### config.mk
export PLATFORM = sky130hd
export DESIGN_NAME = caret_escape_decoder_core
export DESIGN_NICKNAME = d
export VERILOG_FILES = /design/src/ced_pkg.sv /design/src/caret_escape_decoder_core.sv
export SDC_FILE = /design/constraint.sdc
export NUM_CORES = 1
export LEC_CHECK = 0
export BUFFER_PORTS_ARGS = -buffer_cell sky130_fd_sc_hd__buf_2
export CORE_ASPECT_RATIO = 0.7
export CORE_MARGIN = 10
export CORE_UTILIZATION = 30
export DETAILED_ROUTE_END_ITERATION = 10
export GPL_TIMING_DRIVEN = 0
export HOLD_SLACK_MARGIN = 0.15
export PLACE_DENSITY_LB_ADDON = 0.25
export REMOVE_ABC_BUFFERS = 1
export SYNTH_ARGS = -nofsm -noshare
export SYNTH_HDL_FRONTEND = slang
export SYNTH_SLANG_ARGS = --single-unit
### constraint.sdc
create_clock -name clk -period 7.15 [get_ports clk]
set_input_delay 0.3575 -clock clk [delete_from_list [all_inputs] [get_ports clk]]
set_output_delay 0.3575 -clock clk [all_outputs]
set_load 0.01 [all_outputs]
### src/ced_pkg.sv
// types and constants for the caret escape decoder
// standalone package, no dependencies
package ced_pkg;

    localparam int unsigned BYTE_W = 8;
    localparam int unsigned MAX_RES = 3;
    localparam int unsigned CNT_W = 2;

    typedef logic [BYTE_W-1:0] byte_t;
    typedef logic [CNT_W-1:0]  cnt_t;

    typedef enum logic [2:0] {
        PH_TEXT = 3'b001,
        PH_ESC  = 3'b010,
        PH_HELD = 3'b100
    } phase_t;

    localparam byte_t CH_BACKSLASH = 8'h5c;
    localparam byte_t CH_N         = 8'h6e;
    localparam byte_t CH_R         = 8'h72;
    localparam byte_t CH_NEWLINE   = 8'h0a;
    localparam byte_t CH_CR        = 8'h0d;
    localparam byte_t CH_A         = 8'h41;
    localparam byte_t CH_H         = 8'h48;
    localparam byte_t CH_Q         = 8'h51;
    localparam byte_t CH_X         = 8'h58;
    localparam byte_t CTRL_OFFSET  = 8'h40;

endpackage

### src/caret_escape_decoder_core.sv
// caret escape decoder top level: input register, decode logic, result buffer
// depends on ced_pkg
//
// an accepted input word is held in the input register, then decoded into the result buffer
// throughput: one input word per cycle while each yields at most one word and out_ready
//   is high; a word yielding two or three results holds the input until the single result
//   port has drained the three-entry result buffer down to its last entry
// reset: asynchronous, clears escape state and empties input register and result buffer
module caret_escape_decoder_core (
    input  logic          clk,
    input  logic          rst_n,
    input  logic          in_valid,
    output logic          in_ready,
    input  ced_pkg::byte_t in_byte,
    input  logic          in_last,
    output logic          out_valid,
    input  logic          out_ready,
    output ced_pkg::byte_t out_byte,
    output logic          out_last
);
    import ced_pkg::*;

    logic   in_valid_reg;
    byte_t  in_byte_reg;
    logic   in_last_reg;

    phase_t phase_reg, phase_next;
    byte_t  held_reg, held_next;

    byte_t  buf_byte_reg [MAX_RES];
    logic   buf_last_reg [MAX_RES];
    cnt_t   cnt_reg;

    byte_t  res_byte [MAX_RES];
    cnt_t   res_cnt;
    logic   out_fire;
    logic   drained;
    logic   proc_fire;
    logic   in_fire;

    assign out_valid = (cnt_reg != '0);
    assign out_byte  = buf_byte_reg[0];
    assign out_last  = buf_last_reg[0];
    assign out_fire  = out_valid && out_ready;
    assign drained   = (cnt_reg == '0) || ((cnt_reg == cnt_t'(1)) && out_ready);
    assign proc_fire = in_valid_reg && (drained || (res_cnt == '0));
    assign in_ready  = !in_valid_reg || proc_fire;
    assign in_fire   = in_valid && in_ready;

    // decode one word against the escape state
    always_comb
    begin
        byte_t b;
        cnt_t  n;
        logic  is_ctrl;
        b = in_byte_reg;
        n = '0;
        is_ctrl = ((b >= CH_A) && (b <= CH_H)) || ((b >= CH_Q) && (b <= CH_X));
        for (int i = 0; i < MAX_RES; i++)
        begin
            res_byte[i] = '0;
        end
        phase_next = phase_reg;
        held_next  = held_reg;
        unique case (phase_reg)
            PH_ESC:
            begin
                phase_next = PH_TEXT;
                if (b == CH_N)
                begin
                    res_byte[0] = CH_NEWLINE;
                    n = cnt_t'(1);
                end
                else if (b == CH_R)
                begin
                    res_byte[0] = CH_CR;
                    n = cnt_t'(1);
                end
                else if (b == CH_BACKSLASH)
                begin
                    res_byte[0] = CH_BACKSLASH;
                    n = cnt_t'(1);
                end
                else
                begin
                    held_next  = b;
                    phase_next = PH_HELD;
                end
            end
            PH_HELD:
            begin
                if (is_ctrl)
                begin
                    res_byte[0] = b - CTRL_OFFSET;
                    n = cnt_t'(1);
                end
                else
                begin
                    res_byte[0] = CH_BACKSLASH;
                    res_byte[1] = held_reg;
                    res_byte[2] = b;
                    n = cnt_t'(3);
                end
                held_next  = '0;
                phase_next = PH_TEXT;
            end
            default:
            begin
                if (b == CH_BACKSLASH)
                begin
                    phase_next = PH_ESC;
                end
                else
                begin
                    res_byte[0] = b;
                    n = cnt_t'(1);
                    phase_next = PH_TEXT;
                end
            end
        endcase
        // end of string flushes a pending escape raw
        if (in_last_reg)
        begin
            if (phase_next == PH_ESC)
            begin
                res_byte[n] = CH_BACKSLASH;
                n = n + cnt_t'(1);
            end
            else if (phase_next == PH_HELD)
            begin
                res_byte[n] = CH_BACKSLASH;
                n = n + cnt_t'(1);
                res_byte[n] = held_next;
                n = n + cnt_t'(1);
            end
            phase_next = PH_TEXT;
            held_next  = '0;
        end
        res_cnt = n;
    end

    always_ff @(posedge clk or negedge rst_n)
    begin
        if (!rst_n)
        begin
            in_valid_reg <= 1'b0;
            phase_reg    <= PH_TEXT;
            held_reg     <= '0;
            cnt_reg      <= '0;
            for (int i = 0; i < MAX_RES; i++)
            begin
                buf_last_reg[i] <= 1'b0;
            end
        end
        else
        begin
            if (in_fire)
            begin
                in_valid_reg <= 1'b1;
            end
            else if (proc_fire)
            begin
                in_valid_reg <= 1'b0;
            end
            if (proc_fire)
            begin
                phase_reg <= phase_next;
                held_reg  <= held_next;
            end
            if (proc_fire && (res_cnt != '0))
            begin
                cnt_reg <= res_cnt;
                for (int i = 0; i < MAX_RES; i++)
                begin
                    buf_last_reg[i] <= in_last_reg && (cnt_t'(i + 1) == res_cnt);
                end
            end
            else if (out_fire)
            begin
                cnt_reg <= cnt_reg - cnt_t'(1);
                for (int i = 0; i < MAX_RES - 1; i++)
                begin
                    buf_last_reg[i] <= buf_last_reg[i + 1];
                end
                buf_last_reg[MAX_RES-1] <= 1'b0;
            end
        end
    end

    always_ff @(posedge clk)
    begin
        if (in_fire)
        begin
            in_byte_reg <= in_byte;
            in_last_reg <= in_last;
        end
        if (proc_fire && (res_cnt != '0))
        begin
            for (int i = 0; i < MAX_RES; i++)
            begin
                buf_byte_reg[i] <= res_byte[i];
            end
        end
        else if (out_fire)
        begin
            for (int i = 0; i < MAX_RES - 1; i++)
            begin
                buf_byte_reg[i] <= buf_byte_reg[i + 1];
            end
        end
    end

endmodule
==> metrics, run 1 <==
Pint 0.000682 W; overall die area 0.0152 mm²; Power Density 316 mW/mm²; drt first-iter violations 289; Worst Setup SP in_byte_reg[7]; commonest non-fill, non-tap cell in the layout edfxtp_1; post-synthesis sequential area ratio 44.6%; DRC Markers 0; worst setup path endpoint buf_byte_reg[0][11]; Max Cap Viol 0; global-route wire length before repair 13.5 mm; clock root buffer clkbuf_16; post-route setup slack 2790 ps; r2r startpoint in_byte_reg[7]; die height 106 µm; Crit path max-delay family compound AO/OA/AOI/OAI gates; Final setup viols 0; fin nets 340; Arr. time, crit path 4420 ps; Hold WS 230 ps; Final Hold Fails 0; Gate power share 31.3%; initial core utilization 30.7%; area of the core 0.0104 mm²; Synth cell types 66; post-route ant nets 0; async set-reset flop share out of synthesis 34.0%; largest net degree at the start of global routing 32; Critical Path Max Stage Delay 700 ps; TritonRoute pass-1 iters 5; Layout Utilization 32.9%; minimum clock period 4360 ps; initial antenna violation count 0; Total Routing Usage GR 11.2%; Synth Flop Type edfxtp_1; htree depth 2; worst-margin pin slew 979 ps; Post-Route WL 8.32 mm; Syn Inst Count 318; cells resized by post-CTS repair 0; area grow syn2layout 7.05%; Worst EP required 7210 ps; Clock Path Buffers 2; Critical-path top delay cell and3_1; CTS Buf Count 5; status complete, no violations; DR WL/cell 18.4 µm; Worst R2R Path Depth 13; Reg2Reg Setup Slack 2790 ps; maximum vdd drop 0.108 mV; max_slew headroom 34.7%; RSZ-0062 raised after global routing false; Tcrit/Tclk final 61.0%; pre-CTS setup slack 2850 ps; switching share of power 36.6%; DR vias/cell 5.65; Mapped Area 0.00318 mm²; Crit Path Class register to register; RR Endpoint buf_byte_reg[0][11]; CP Capture Type register; Flop pwr share 46.3%; Setup TNS 0 ps; FP Rows 31; Clk Latency, worst-skew pair 300 ps; FF+latch count, synth 50; fraction of layout cells with a size suffix above 1 15.9%; Clk pwr share 22.5%; max FFs per register 24; Slew Viols, Final 0; clock-pin slew on the worst setup and hold paths 70 ps; HP Class input port to register; area fraction of the dominant cell type after synthesis 31.2%; commonest cells after routing, fill and taps aside edfxtp_1 (33), nand2_1 (32), buf_2 (23); chip width 143 µm; critical path fanouts, max 20; I/O Pins 24; antenna cells 0; placer congestion estimate 0.929; static leakage 1.27 nW; Port Buffers 23; CTS tree yes; dpl hpwl 5.98 mm; CP cell instances inv_1, ha_1, and4b_2, o21ai_2, a21oi_2, inv_1, ha_1, nor2_1, o211ai_2, o211ai_1, and3_1, a221oi_1, a21o_1; top cells by area, synth edfxtp_1 (31%), dfrtp_1 (13%), nand2_1 (3.8%); EDFF count, synth 33; Cells on Worst Hold Path 1; Setup crit start kind register; worst clock skew 4.61 ps; Sw Pwr 0.000393 W; Yosys warning total 0; vias 2,553; post-synth top area cell edfxtp_1; Crit path depth 13; grt ovf 0; maximum achievable frequency 0.229 GHz; Clock Sinks 50; mean post-synth cell area 9.99 µm²; Crit path buffers/inverters 2; vias in the first global route 2,367
[cell families (layout without fill, tap and decap cells)]
kind of cell / after synthesis / after routing / share of synthesized area, %
and+or+nand+nor: 110 / 110 / 17.9
AOI/OAI and AO/OA: 107 / 107 / 25.7
muxes: 1 / 1 / 0.354
adders and majority gates: 8 / 8 / 3.15
xor gates and xnor gates: 1 / 1 / 0.276
DFF: 50 / 50 / 44.6
buffers and inverters: 41 / 43 / 7.99
[area by class of cell]
| type | instances | area, µm² |
|---|---|---|
| Fill cell | 1030 | 6950 |
| Multi-Input combinational cell | 227 | 1510 |
| Sequential cell | 50 | 1420 |
| Tap cell | 132 | 165 |
| Clock buffer | 5 | 125 |
| Timing Repair Buffer | 24 | 125 |
| Inverter | 11 | 41.3 |
| Clock inverter | 3 | 21.3 |
[through the flow]
step	instances	instance area (µm²)	total power (W)
final	452	3400	0.00107
after global routing	452	3400	0.00115
after CTS	452	3400	0.00108
after detailed placement	443	3250	0.000841
after global placement	443	3250	0.000837
after floorplan	288	2970	0.000715
[what timing repair did]
item | in CTS | in global routing
hold endpoints to repair | 16 | 0
buffers inserted | 0 | 0
endpoints found under the setup margin | 0 | 0
hold buffers | 1 | 0
[worst min-delay path by stage]
stage	slack, ps	endpoint	start
final	230	in_byte_reg[1]	in_byte[1]
after global routing	220	in_byte_reg[7]	in_byte[7]
after CTS	230	in_byte_reg[1]	in_byte[1]
after detailed placement	330	phase_reg[2]	rst_n
after global placement	320	in_valid_reg	rst_n
after floorplan	60	buf_last_reg[0]	rst_n
[cells in the mapped netlist, drive strengths merged, types with 3 or more instances]
cell / number
a22o: 4
a221oi: 8
edfxtp: 33
a31oi: 4
nor3: 3
a21o: 7
and3: 6
o22ai: 3
clkbuf: 6
nand2: 33
buf: 24
nand4: 6
o211ai: 12
nand2b: 6
a2bb2oi: 3
ha: 8
o21ai: 18
a21oi: 15
nand3: 18
a22oi: 5
inv: 11
o31ai: 9
dfrtp: 16
nor2: 22
[power groups by stage]
stage | combinational, W | sequential (W) | clock [W]
final | 0.000336 | 0.000497 | 0.000241
after global routing | 0.000378 | 0.000510 | 0.000260
after CTS | 0.000340 | 0.000497 | 0.000247
after detailed placement | 0.000338 | 0.000503 | 0
after floorplan | 0.000215 | 0.000500 | 0
after global placement | 0.000337 | 0.000500 | 0
[per-layer routing]
metal	GRT usage [%]	vias to the layer above	share of wire (%)	routed length (µm)
met5	0	-	0	0
met4	3.60	0	1.4	117
met3	3.11	14	8.1	675
met2	14.7	89	39	3280
met1	16.7	1238	51	4250
li1	-	1212	-	-
Power figures use the tool's default switching activity.
==> inputs of run 2 (changes only) <==
Clock period 7.15 ns to 4.4 ns, I/O delays scaled along.
==> metrics, run 2 (synthesis gave the netlist of run 1 again) <==
Slew Viols, Final 0 (unchanged); global-route wire length before repair 13.6 mm (+0.67%); htree depth 2 (unchanged); area grow syn2layout 10.9%; busiest layer in global routing met1; HP Class input port to register; switching share of power 36.6% (+0.096 points); chip width 143 µm (unchanged); grt ovf 0 (unchanged); I/O Pins 24 (unchanged); largest net degree at the start of global routing 32 (unchanged); Clock Sinks 50 (unchanged); CP Capture Type register; clock root buffer clkbuf_16; RSZ-0062 raised after global routing false; fillcell total 1,020 (-0.97%); DR WL/cell 18.3 µm (-0.74%); CTS tree yes; clock-pin slew on the worst setup and hold paths 70 ps (about the same); fin nets 350 (+2.9%); Layout Cells excl Fill 462 (+2.2%); Clock Path Buffers 2 (unchanged); placer congestion estimate 0.929 (unchanged); dpl hpwl 5.98 mm (unchanged); minimum clock period 4070 ps (-296 ps); Tcrit/Tclk final 92.4% (+31 points); Total Routing Usage GR 11.2% (+0.075 points); Setup crit start kind register; commonest non-fill, non-tap cell in the layout edfxtp_1; drt first-iter violations 344 (+19%); Setup TNS 0 ps (unchanged); Final Hold Fails 0 (unchanged); status complete, no violations; commonest cells after routing, fill and taps aside edfxtp_1 (33), nand2_1 (32), buf_2 (23); initial antenna violation count 0 (unchanged); PnR Total Power 0.00177 W (+64%); met3 usage 3.16% (+0.044 points); fraction of layout cells with a size suffix above 1 16.7% (+0.73 points); max FFs per register 24 (unchanged); Worst EP required 4460 ps (-2750 ps); worst clock skew 4.78 ps (+0.178 ps); Placed Cells 443 (unchanged); met2 Resource Use GR 15.0% (+0.27 points); max_slew headroom 34.9% (+0.17 points); Arr. time, crit path 4120 ps (-300 ps); Clk pwr share 22.2% (-0.3 points); vias 2,549 (-0.16%); worst-margin pin slew 977 ps (-2.58 ps); DR vias/cell 5.52 (-2.3%); Pint 0.00112 W (+64%); Sw Pwr 0.000648 W (+65%); overall die area 0.0152 mm² (unchanged); post-route ant nets 0 (unchanged); Post-Route WL 8.44 mm (+1.5%); antenna cells 0 (unchanged); Final setup viols 0 (unchanged); area of the core 0.0104 mm² (unchanged); FP Rows 31 (unchanged); TritonRoute pass-1 iters 4 (-1); met1 Resource Use GR 16.7% (-0.027 points); Crit Path Class register to register; Max Cap Viol 0 (unchanged); DRC Markers 0 (unchanged); critical path fanouts, max 13 (-35%); initial core utilization 30.7% (unchanged); CTS Buf Count 5 (unchanged); static leakage 1.32 nW (+3.5%); vias in the first global route 2,390 (+0.97%); Port Buffers 23 (unchanged); Power Density 502 mW/mm² (+59%); Flop pwr share 45.7% (-0.6 points); die height 106 µm (unchanged); Clk Latency, worst-skew pair 300 ps (about the same); maximum vdd drop 0.174 mV (+61%); maximum achievable frequency 0.246 GHz (+7.3%); Gate power share 32.0% (+0.7 points)
-- run 2: worst max-delay path, cell delays in order, from the launching register on --
cell and delay, ps:
edfxtp_1 480, inv_1 240, ha_1 240, and4b_2 280, o21ai_2 110, a21oi_2 400, inv_1 250, ha_1 330
nor2_1 210, o211ai_2 160, o211ai_1 380, nand3_2 360, mux2_2 380
-- run 2: worst paths after layout --
kind	depth (start not counted)	slack, ps	endpoint	from
worst max-delay path	12	330	buf_byte_reg[0][3]	in_byte_reg[7]
worst min-delay path	4	360	in_valid_reg	out_ready
worst max register to register	12	330	buf_byte_reg[0][3]	in_byte_reg[7]
worst min register to register	2	480	buf_last_reg[0]	buf_last_reg[0]
max in group asynchronous	2	3660	phase_reg[0]	rst_n
min in group asynchronous	2	400	cnt_reg[1]	rst_n
-- run 2: routing by layer --
layer	part of all wire, %	vias up	wire length [µm]
met4	1.3	0	110
met5	0	-	0
li1	-	1230	-
met3	7.3	14	618
met2	40	81	3340
met1	52	1224	4360
-- run 2: through the flow --
stage               cell area [µm²]  utilization, %  hold WS, ps  setup slack, ps
global placement               3250            31.3          181              108
CTS                            3500            33.8          348             56.7
global route                   3520            34.0          412             60.9
finish                         3520            34.0          357              333
detailed placement             3250            31.3          189              101
floorplan                      2970               -        -75.6             1050
-- run 2: timing repair --
action / 4_1_cts / 5_1_grt
hold endpoints to repair: 26 / 0
setup endpoints to repair: 0 / 34
gates resized for setup: 0 / 5
hold buffers: 11 / 0
buffers inserted: 0 / 0
-- run 2: power by group through the flow --
stage / Clock, W / Sequential [W] / Combinational [W]
2_1_floorplan: 0 / 0.000812 / 0.000349
3_3_place_gp: 0 / 0.000812 / 0.000548
3_5_place_dp: 0 / 0.000817 / 0.000549
4_1_cts: 0.000401 / 0.000808 / 0.000559
5_1_grt: 0.000422 / 0.000830 / 0.000635
6_report: 0.000393 / 0.000808 / 0.000566
-- run 2: layout make-up --
cell class | count | area (µm²) | area share, %
multi-input combinational | 227 | 1530 | 43.4
sequential | 50 | 1420 | 40.2
timing repair buffer | 34 | 225 | 6.39
tap | 132 | 165 | 4.69
clock buffer | 5 | 125 | 3.55
inverter | 11 | 41.3 | 1.17
clock inverter | 3 | 21.3 | 0.604
